File: src/hw/rtl/bpwm_pkg.sv
package bpwm_pkg;

    localparam int unsigned NUM_CHANNELS_DEF = 8;
    localparam int unsigned QUEUE_DEPTH_DEF  = 2;

    localparam int unsigned IN_DATA_W  = 56;
    localparam int unsigned IN_USER_W  = 2;
    localparam int unsigned OUT_DATA_W = 16;
    localparam int unsigned OUT_CH     = 8;

    localparam logic [6:0] DUTY_MAX    = 7'd100;
    localparam logic [7:0] REP_ENDLESS = 8'hFF;

    // floor(p / 100) = (p * ceil(2^30 / 100)) >> 30, exact for p < 2^23
    localparam int unsigned    PROD_W    = 23;
    localparam int unsigned    RECIP_W   = 24;
    localparam int unsigned    RECIP_SH  = 30;
    localparam logic [23:0]    RECIP_100 = 24'd10737419;

    typedef enum logic [1:0] {
        REQ_TICK  = 2'd0,
        REQ_START = 2'd1,
        REQ_STOP  = 2'd2,
        REQ_NONE  = 2'd3
    } t_req;

    typedef struct packed {
        t_req        op;
        logic [2:0]  ch;
        logic [15:0] period;
        logic [6:0]  duty;
        logic [7:0]  burst;
        logic [7:0]  sleep;
        logic        slvl;
        logic [7:0]  rep;
        logic        stoplvl;
    } t_cmd;

    typedef struct packed {
        logic push;
        t_cmd cmd;
    } t_q_wr;

    typedef struct packed {
        logic valid;
        t_cmd cmd;
    } t_q_rd;

    typedef enum logic [2:0] {
        ST_IDLE,
        ST_DECODE,
        ST_MUL,
        ST_RECIP,
        ST_LOAD,
        ST_TICK,
        ST_RESULT
    } t_state;

endpackage

File: src/hw/rtl/burst_pwm_channel_generator.sv
// Burst PWM channel generator, NUM_CHANNELS channels.
// Slave stream: one request per transfer. tuser = request kind (tick all,
// start channel, stop channel); tdata carries the channel and the start
// settings. Master stream: one transfer per request with every pin level
// and running flag.
// A tick walks the channel table once, one channel per cycle. A start goes
// through the period*duty product, the reciprocal multiply for /100, the
// table write and the result; a stop or an unknown request goes straight to
// its result. The back takes one request at a time: it pops the next one
// only from its idle state, once the last result is in the output register;
// the walk of the channel table bounds the rate of ticks.
// Requests land in a short queue; the front keeps taking transfers while
// the back works and while a result waits in the output register.
// When the receiver stalls, the output register holds its result, the back
// halts in its result state and the queue fills, then tready drops.
// Reset: all channels stopped, pins low, queue empty, tready low for the
// reset cycle and the one after.
module burst_pwm_channel_generator #(
    parameter int unsigned NUM_CHANNELS = bpwm_pkg::NUM_CHANNELS_DEF,
    parameter int unsigned QUEUE_DEPTH  = bpwm_pkg::QUEUE_DEPTH_DEF
) (
    input  logic                            i_clk,
    input  logic                            i_rst_n,
    input  logic                            i_s_tvalid,
    output logic                            o_s_tready,
    // [2:0] channel, [18:3] period_ticks, [25:19] duty_percent,
    // [33:26] burst_cycles, [41:34] sleep_cycles, [42] sleep_level_in,
    // [50:43] repeat_count, [51] stop_level_in, [55:52] zero
    input  logic [bpwm_pkg::IN_DATA_W-1:0]  i_s_tdata,
    // [1:0] req_type
    input  logic [bpwm_pkg::IN_USER_W-1:0]  i_s_tuser,
    output logic                            o_m_tvalid,
    input  logic                            i_m_tready,
    // [7:0] pin_levels, [15:8] running_flags
    output logic [bpwm_pkg::OUT_DATA_W-1:0] o_m_tdata
);
    import bpwm_pkg::*;

    t_q_wr w_q_wr;
    t_q_rd w_q_rd;
    logic  w_q_full, w_q_pop;

    // classify and saturate incoming requests
    bpwm_front #(.NUM_CHANNELS(NUM_CHANNELS)) u_front (
        .i_s_tvalid (i_s_tvalid),
        .o_s_tready (o_s_tready),
        .i_s_tdata  (i_s_tdata),
        .i_s_tuser  (i_s_tuser),
        .i_q_full   (w_q_full),
        .o_q_wr     (w_q_wr)
    );

    // decouples acceptance from the channel walk
    bpwm_queue #(.DEPTH(QUEUE_DEPTH)) u_queue (
        .i_clk   (i_clk),
        .i_rst_n (i_rst_n),
        .i_wr    (w_q_wr),
        .o_full  (w_q_full),
        .i_pop   (w_q_pop),
        .o_rd    (w_q_rd)
    );

    // channel table, tick sequencer and output register
    bpwm_back #(.NUM_CHANNELS(NUM_CHANNELS)) u_back (
        .i_clk      (i_clk),
        .i_rst_n    (i_rst_n),
        .i_q_rd     (w_q_rd),
        .o_q_pop    (w_q_pop),
        .o_m_tvalid (o_m_tvalid),
        .i_m_tready (i_m_tready),
        .o_m_tdata  (o_m_tdata)
    );

endmodule

File: src/hw/rtl/bpwm_front.sv
module bpwm_front #(
    parameter int unsigned NUM_CHANNELS = bpwm_pkg::NUM_CHANNELS_DEF
) (
    input  logic                            i_s_tvalid,
    output logic                            o_s_tready,
    input  logic [bpwm_pkg::IN_DATA_W-1:0]  i_s_tdata,
    input  logic [bpwm_pkg::IN_USER_W-1:0]  i_s_tuser,
    input  logic                            i_q_full,
    output bpwm_pkg::t_q_wr                 o_q_wr
);
    import bpwm_pkg::*;

    logic [2:0] w_ch;
    logic [6:0] w_duty;
    logic       w_in_range;
    t_req       w_req;

    assign w_ch       = i_s_tdata[2:0];
    assign w_duty     = i_s_tdata[25:19];
    assign w_in_range = (32'(w_ch) < NUM_CHANNELS);
    assign w_req      = t_req'(i_s_tuser);

    assign o_s_tready = !i_q_full;

    always_comb begin
        o_q_wr.push        = i_s_tvalid && !i_q_full;
        o_q_wr.cmd.ch      = w_ch;
        o_q_wr.cmd.period  = i_s_tdata[18:3];
        o_q_wr.cmd.duty    = (w_duty > DUTY_MAX) ? DUTY_MAX : w_duty;
        o_q_wr.cmd.burst   = i_s_tdata[33:26];
        o_q_wr.cmd.sleep   = i_s_tdata[41:34];
        o_q_wr.cmd.slvl    = i_s_tdata[42];
        o_q_wr.cmd.rep     = i_s_tdata[50:43];
        o_q_wr.cmd.stoplvl = i_s_tdata[51];
        // start or stop aimed past the last channel does nothing
        unique case (w_req)
            REQ_START, REQ_STOP: o_q_wr.cmd.op = w_in_range ? w_req : REQ_NONE;
            REQ_TICK:            o_q_wr.cmd.op = REQ_TICK;
            default:             o_q_wr.cmd.op = REQ_NONE;
        endcase
    end

endmodule

File: src/hw/rtl/bpwm_queue.sv
module bpwm_queue #(
    parameter int unsigned DEPTH = bpwm_pkg::QUEUE_DEPTH_DEF
) (
    input  logic            i_clk,
    input  logic            i_rst_n,
    input  bpwm_pkg::t_q_wr i_wr,
    output logic            o_full,
    input  logic            i_pop,
    output bpwm_pkg::t_q_rd o_rd
);
    import bpwm_pkg::*;

    localparam int unsigned PTR_W = (DEPTH > 1) ? $clog2(DEPTH) : 1;
    localparam int unsigned CNT_W = $clog2(DEPTH + 1);

    t_cmd             r_mem [DEPTH];
    logic [PTR_W-1:0] r_wptr, r_rptr;
    logic [CNT_W-1:0] r_count;
    logic             r_up;
    logic             w_push, w_pop;

    assign o_full     = !r_up || (r_count == CNT_W'(DEPTH));
    assign o_rd.valid = (r_count != '0);
    assign o_rd.cmd   = r_mem[r_rptr];
    assign w_push     = i_wr.push && !o_full;
    assign w_pop      = i_pop && o_rd.valid;

    always_ff @(posedge i_clk) begin
        if (!i_rst_n) begin
            r_wptr  <= '0;
            r_rptr  <= '0;
            r_count <= '0;
            r_up    <= 1'b0;
        end else begin
            r_up <= 1'b1;
            if (w_push) begin
                r_wptr <= (r_wptr == PTR_W'(DEPTH - 1)) ? '0 : r_wptr + 1'b1;
            end
            if (w_pop) begin
                r_rptr <= (r_rptr == PTR_W'(DEPTH - 1)) ? '0 : r_rptr + 1'b1;
            end
            r_count <= r_count + CNT_W'(w_push) - CNT_W'(w_pop);
        end
    end

    always_ff @(posedge i_clk) begin
        if (w_push) begin
            r_mem[r_wptr] <= i_wr.cmd;
        end
    end

endmodule

File: src/hw/rtl/bpwm_back.sv
module bpwm_back #(
    parameter int unsigned NUM_CHANNELS = bpwm_pkg::NUM_CHANNELS_DEF
) (
    input  logic                            i_clk,
    input  logic                            i_rst_n,
    input  bpwm_pkg::t_q_rd                 i_q_rd,
    output logic                            o_q_pop,
    output logic                            o_m_tvalid,
    input  logic                            i_m_tready,
    output logic [bpwm_pkg::OUT_DATA_W-1:0] o_m_tdata
);
    import bpwm_pkg::*;

    localparam int unsigned IDX_W = (NUM_CHANNELS > 1) ? $clog2(NUM_CHANNELS) : 1;

    t_state r_state, n_state;
    t_cmd   r_cmd;
    logic [IDX_W-1:0] r_idx;
    logic [PROD_W-1:0] r_prod;
    logic [PROD_W+RECIP_W-1:0] r_recip;

    logic [15:0] r_period [NUM_CHANNELS];
    logic [15:0] r_hi     [NUM_CHANNELS];
    logic [15:0] r_cnt    [NUM_CHANNELS];
    logic [7:0]  r_burst  [NUM_CHANNELS];
    logic [7:0]  r_sleep  [NUM_CHANNELS];
    logic [7:0]  r_phase  [NUM_CHANNELS];
    logic [7:0]  r_rep    [NUM_CHANNELS];
    logic [NUM_CHANNELS-1:0] r_stoplvl;
    logic [NUM_CHANNELS-1:0] r_run, r_fhigh, r_fslvl, r_fsleep, r_fhalf, r_pin;

    logic r_out_valid;
    logic [OUT_DATA_W-1:0] r_out_data;

    logic w_pop, w_stop, w_load, w_tick, w_result, w_last;
    logic [IDX_W-1:0] w_cidx;
    logic [15:0] w_hi;

    // per-channel tick update
    logic [15:0] t_cnt;
    logic [7:0]  t_phase, t_rep;
    logic        t_run, t_high, t_sleep, t_half, t_pin, t_halt;

    assign w_cidx = IDX_W'(r_cmd.ch);
    assign w_hi   = r_recip[RECIP_SH +: 16];
    assign w_last = (r_idx == IDX_W'(NUM_CHANNELS - 1));

    always_comb begin
        n_state = r_state;
        unique case (r_state)
            ST_IDLE:   if (i_q_rd.valid) n_state = ST_DECODE;
            ST_DECODE: begin
                unique case (r_cmd.op)
                    REQ_TICK:  n_state = ST_TICK;
                    REQ_START: n_state = ST_MUL;
                    default:   n_state = ST_RESULT;
                endcase
            end
            ST_MUL:    n_state = ST_RECIP;
            ST_RECIP:  n_state = ST_LOAD;
            ST_LOAD:   n_state = ST_RESULT;
            ST_TICK:   if (w_last) n_state = ST_RESULT;
            ST_RESULT: if (!r_out_valid || i_m_tready) n_state = ST_IDLE;
            default:   n_state = ST_IDLE;
        endcase
    end

    always_comb begin
        w_pop    = (r_state == ST_IDLE) && i_q_rd.valid;
        w_stop   = (r_state == ST_DECODE) && (r_cmd.op == REQ_STOP);
        w_load   = (r_state == ST_LOAD);
        w_tick   = (r_state == ST_TICK);
        w_result = (r_state == ST_RESULT) && (!r_out_valid || i_m_tready);
    end

    assign o_q_pop = w_pop;

    always_comb begin
        t_cnt   = r_cnt[r_idx];
        t_phase = r_phase[r_idx];
        t_rep   = r_rep[r_idx];
        t_run   = r_run[r_idx];
        t_high  = r_fhigh[r_idx];
        t_sleep = r_fsleep[r_idx];
        t_half  = r_fhalf[r_idx];
        t_pin   = r_pin[r_idx];
        t_halt  = 1'b0;
        if (t_run) begin
            if (t_cnt != '0) begin
                t_cnt = t_cnt - 1'b1;
            end else begin
                if (t_phase == '0) begin
                    t_sleep = !t_sleep;
                    if (!t_sleep) begin
                        if (t_rep != REP_ENDLESS) begin
                            if (t_rep != '0) t_rep = t_rep - 1'b1;
                            else             t_halt = 1'b1;
                        end
                        t_phase = r_burst[r_idx];
                    end else begin
                        t_phase = r_sleep[r_idx];
                    end
                end else if (t_half) begin
                    t_phase = t_phase - 1'b1;
                end
                if (!t_sleep) begin
                    t_high = !t_high;
                    t_cnt  = t_high ? r_hi[r_idx] : r_period[r_idx] - r_hi[r_idx];
                    t_pin  = !t_pin;
                end else begin
                    t_pin  = r_fslvl[r_idx];
                    t_cnt  = {1'b0, r_period[r_idx][15:1]};
                end
                t_half = !t_half;
                if (t_halt) begin
                    t_pin   = r_stoplvl[r_idx];
                    t_run   = 1'b0;
                    t_high  = 1'b0;
                    t_sleep = 1'b0;
                    t_half  = 1'b0;
                end
            end
        end
    end

    always_ff @(posedge i_clk) begin
        if (!i_rst_n) begin
            r_state     <= ST_IDLE;
            r_idx       <= '0;
            r_out_valid <= 1'b0;
            r_run       <= '0;
            r_fhigh     <= '0;
            r_fslvl     <= '0;
            r_fsleep    <= '0;
            r_fhalf     <= '0;
            r_pin       <= '0;
        end else begin
            r_state <= n_state;
            if (w_pop) r_idx <= '0;
            else if (w_tick) r_idx <= r_idx + 1'b1;
            if (w_result)        r_out_valid <= 1'b1;
            else if (i_m_tready) r_out_valid <= 1'b0;
            if (w_stop) begin
                r_pin[w_cidx]    <= r_cmd.stoplvl;
                r_run[w_cidx]    <= 1'b0;
                r_fhigh[w_cidx]  <= 1'b0;
                r_fslvl[w_cidx]  <= 1'b0;
                r_fsleep[w_cidx] <= 1'b0;
                r_fhalf[w_cidx]  <= 1'b0;
            end
            if (w_load) begin
                r_run[w_cidx]   <= 1'b1;
                r_fslvl[w_cidx] <= r_cmd.slvl;
            end
            if (w_tick) begin
                r_run[r_idx]    <= t_run;
                r_fhigh[r_idx]  <= t_high;
                r_fsleep[r_idx] <= t_sleep;
                r_fhalf[r_idx]  <= t_half;
                r_pin[r_idx]    <= t_pin;
                if (t_halt) r_fslvl[r_idx] <= 1'b0;
            end
        end
    end

    always_ff @(posedge i_clk) begin
        if (w_pop) r_cmd <= i_q_rd.cmd;
        r_prod  <= PROD_W'(r_cmd.period) * PROD_W'(r_cmd.duty);
        r_recip <= (PROD_W+RECIP_W)'(r_prod) * (PROD_W+RECIP_W)'(RECIP_100);
        if (w_load) begin
            r_period[w_cidx]  <= r_cmd.period;
            r_hi[w_cidx]      <= w_hi;
            r_cnt[w_cidx]     <= w_hi;
            r_burst[w_cidx]   <= r_cmd.burst;
            r_phase[w_cidx]   <= r_cmd.burst;
            r_sleep[w_cidx]   <= r_cmd.sleep;
            r_rep[w_cidx]     <= r_cmd.rep - 1'b1;
            r_stoplvl[w_cidx] <= r_cmd.stoplvl;
        end
        if (w_tick) begin
            r_cnt[r_idx]   <= t_cnt;
            r_phase[r_idx] <= t_phase;
            r_rep[r_idx]   <= t_rep;
        end
        if (w_result) begin
            for (int c = 0; c < OUT_CH; c++) begin
                if (c < NUM_CHANNELS) begin
                    r_out_data[c]          <= r_pin[c];
                    r_out_data[OUT_CH + c] <= r_run[c];
                end else begin
                    r_out_data[c]          <= 1'b0;
                    r_out_data[OUT_CH + c] <= 1'b0;
                end
            end
        end
    end

    assign o_m_tvalid = r_out_valid;
    assign o_m_tdata  = r_out_data;

endmodule

File: config.mk
export PLATFORM = sky130hd
export DESIGN_NAME = burst_pwm_channel_generator
export DESIGN_NICKNAME = d
export VERILOG_FILES = /design/src/hw/rtl/bpwm_pkg.sv /design/src/hw/rtl/burst_pwm_channel_generator.sv /design/src/hw/rtl/bpwm_front.sv /design/src/hw/rtl/bpwm_queue.sv /design/src/hw/rtl/bpwm_back.sv
export SDC_FILE = /design/constraint.sdc
export NUM_CORES = 2
export LEC_CHECK = 0
export BUFFER_PORTS_ARGS = -buffer_cell sky130_fd_sc_hd__buf_2
export CAP_MARGIN = 40
export CORE_AREA = 2 2 376 340
export CTS_BUF_LIST = sky130_fd_sc_hd__clkbuf_4 sky130_fd_sc_hd__clkbuf_8
export DETAILED_ROUTE_END_ITERATION = 12
export DIE_AREA = 0 0 378 342
export SLEW_MARGIN = 40
export SYNTH_ARGS = -nofsm -noshare
export SYNTH_HDL_FRONTEND = slang
export SYNTH_SLANG_ARGS = --single-unit
File: constraint.sdc
create_clock -name i_clk -period 10.4 [get_ports i_clk]
set_input_delay 2.08 -clock i_clk [delete_from_list [all_inputs] [get_ports i_clk]]
set_output_delay 2.08 -clock i_clk [all_outputs]
set_load 0.03 [all_outputs]
==> results.cfg <==
[outcome]
outcome = finished clean

[worst_setup_path]
crit_type = reg -> reg
path_cells = inv_1 -> fa_1 -> inv_1 -> fa_1 -> inv_1 -> fa_1 -> fa_1 -> inv_1 -> fa_1 -> fa_1 -> inv_1 -> fa_1 -> inv_1 -> ha_1 -> a21oi_1 -> o211ai_1 -> a31oi_1 -> o221ai_1 -> a22oi_1 -> nand3_1 -> a31o_2 -> a21oi_1 -> xnor2_1
cp-end-kind = flip-flop
r2r_start = u_back.r_prod[6]$_DFF_P_
critical_path_required_ns = 11.15
reg2reg_slack_ns = 3.34
slowest_stage = dfxtp_1
critical_path.startpoint_type = flip-flop
crit_top_cell = fa_1
crit_arrival_ns = 7.81
reg2reg_depth = 23
critPathMaxFanout = 7
max_stage_delay_ns = 0.65
r2r_end = u_back.r_recip[45]$_DFF_P_

[place]
port_buffers = 75
place_congestion = 0.866
dp_hpwl_um = 75700

[synth]
synth-main-ff-cell = edfxtp_1
syn-cell-area_um2 = 49800
synth_area_leader_cell = edfxtp_1
synthDominantCellAreaShare = 0.498
synth_fp_nets = 4075
synth-async-reset-ratio = 0
synthCells = 3444
synth.most_common_cell = edfxtp_1
ys_ff_latch = 928
yosysUniqueCellTypes = 84
ys_seq_area_frac = 0.539
synth_common_cells = edfxtp_1, inv_1, ha_1
synthTopCellsByArea = edfxtp_1, fa_1, mux4_2
ys_warn_count = 0
syn_area_per_cell_um2 = 14.5
synth_enable_flop_cells = 826

[worst_hold_path]
min-delay-start = u_back.r_pin[0]$_SDFF_PN0_
min_path_cells = 0
hold_end = u_back.o_m_tdata[0]$_DFFE_PP_
hp-class = reg -> reg

[route]
route.met3.wl_um = 7620
top_layer_used = met4
drt_wl_total_um = 114000
drc = 0
routedWlPerCell_um = 21.0
drtIter0Drc = 2429
vias = 28600
drtPass1Iterations = 6
wl_met2_um = 50800
ant_nets = 0
met1Wirelength_um = 53800
viasPerCell = 5.27

[clocking]
cts_resized = 0
cts_buffers = 152
hold_buffers = 0
htreeDepth = 4
cts_tree = yes
cts_setup_buffers = 0
cts_sinks = 928
root_buffer = clkbuf_8
cts_max_path_buffers = 3
clkLatencyLatePin_ns = 0.83
clk_pin_slew_ns = 0.06

[final_layout]
area_delta_synth_final_pct = 11.2
seqCellArea_um2 = 26900
multiInputGateArea_um2 = 21100
fin_nets = 4237
fillers = 11400
drive_above_1_share = 0.186

[floorplan]
start_util = 0.395
rows = 124
die_area_um2 = 129000
die_x_um = 378
core-area_um2 = 126000
die_y_um = 342
io_pins = 80

[sta]
period_share = 0.679
worst_pin_slew_ns = 0.865
max_freq_mhz = 142
setup_tns_ns = 0
slew_headroom = 0.423
rsz0062_at_grt = no
period_minus_slack_ns = 7.06
setup_violations = 0
clock-skew-final_ns = 0.0464
hold_viol = 0
finalMaxSlewViolations = 0

[global_routing]
antenna_found_initial = 1
grt_use_total = 0.179
first_global_vias = 29300
grt_start_max_net_pins = 74
grt_pass1_wl_um = 176000
grt_overflow = 0

[flow_run]
maxCapViolations = 0
## stage by stage
stage                util  hold slack (ns)  cell area (µm²)  setup slack (ns)  cells
finish              0.440            0.465            55400              3.34   5426
CTS                 0.439            0.467            55300              3.31   5423
detailed placement  0.415            0.453            52300              3.35   5151
global route        0.440            0.486            55400              2.86   5426
global placement    0.415            0.459            52200              3.32   5151
floorplan               -            0.421            49800              2.91   3444
## cell families after synthesis
family,after synthesis,synth area share
and+or+nand+nor,675,0.0661
muxes,323,0.111
AOI/OAI and AO/OA,379,0.0499
buffers and inverters,508,0.0410
adders and majority gates,569,0.183
xor gates and xnor gates,62,0.0109
DFF,928,0.539
## cell usage in the layout (no fill, tap or decap), types with 58 or more instances in the layout
cell type and instances:
ha_1 305, nor2_1 145, buf_2 75, nor3_1 58
nand2_1 211, dfxtp_1 98, inv_1 384, a21oi_1 103
edfxtp_1 826, o21ai_0 81, clkbuf_8 169, mux4_2 173
fa_1 264, mux2_2 89, mux2i_1 58
## critical path: cells and delay by family, from the launching register on
kind / cells / cell delay [ns]
buf+inv: 6 / 0.48
compound gates: 7 / 1.73
xor+xnor: 1 / 0.14
flops: 1 / 0.65
fa+ha+maj: 8 / 3.85
simple gates: 1 / 0.15
## how the worst max path moves through the flow
stage	end	from	slack, ns
2_1_floorplan	u_queue.r_count[1]$_SDFF_PN0_	u_back.r_state[1]$_SDFFE_PN0P_	2.91
4_1_cts	u_back.r_recip[32]$_DFF_P_	u_back.r_prod[6]$_DFF_P_	3.31
3_5_place_dp	u_back.r_recip[32]$_DFF_P_	u_back.r_prod[6]$_DFF_P_	3.35
3_3_place_gp	u_back.r_recip[45]$_DFF_P_	u_back.r_prod[6]$_DFF_P_	3.32
5_1_grt	u_back.r_recip[32]$_DFF_P_	u_back.r_prod[6]$_DFF_P_	2.86
6_report	u_back.r_recip[45]$_DFF_P_	u_back.r_prod[6]$_DFF_P_	3.34
## layer usage
metal / vias up / global-route usage
met1: 14600 / 0.263
met2: 825 / 0.269
met3: 128 / 0.0393
met4: 0 / 0.0491
li1: 13000 / -
met5: - / 0
## sequential cells by signal, summed over array words and instances, names as in the netlist, 23 cells and up, named ones only
signal           flops
u_back.r_hi        128
u_queue.r_mem      108
u_back.r_rep        64
u_back.r_cmd        51
u_back.r_cnt       128
u_back.r_prod       23
u_back.r_phase      64
u_back.r_period    128
u_back.r_sleep      64
u_back.r_burst      64
## cell type report
type	instances	share of cell area
clock inverter	47	0.00578
timing repair buffer	125	0.0147
inverter	391	0.0265
multi-input combinational	2008	0.380
antenna	1	0.0000452
clock buffer	225	0.0496
sequential	928	0.485
tap	1701	0.0384
Power is not shown: default switching activity piles up to over one toggle a cycle in this logic, so the estimate is an artifact.
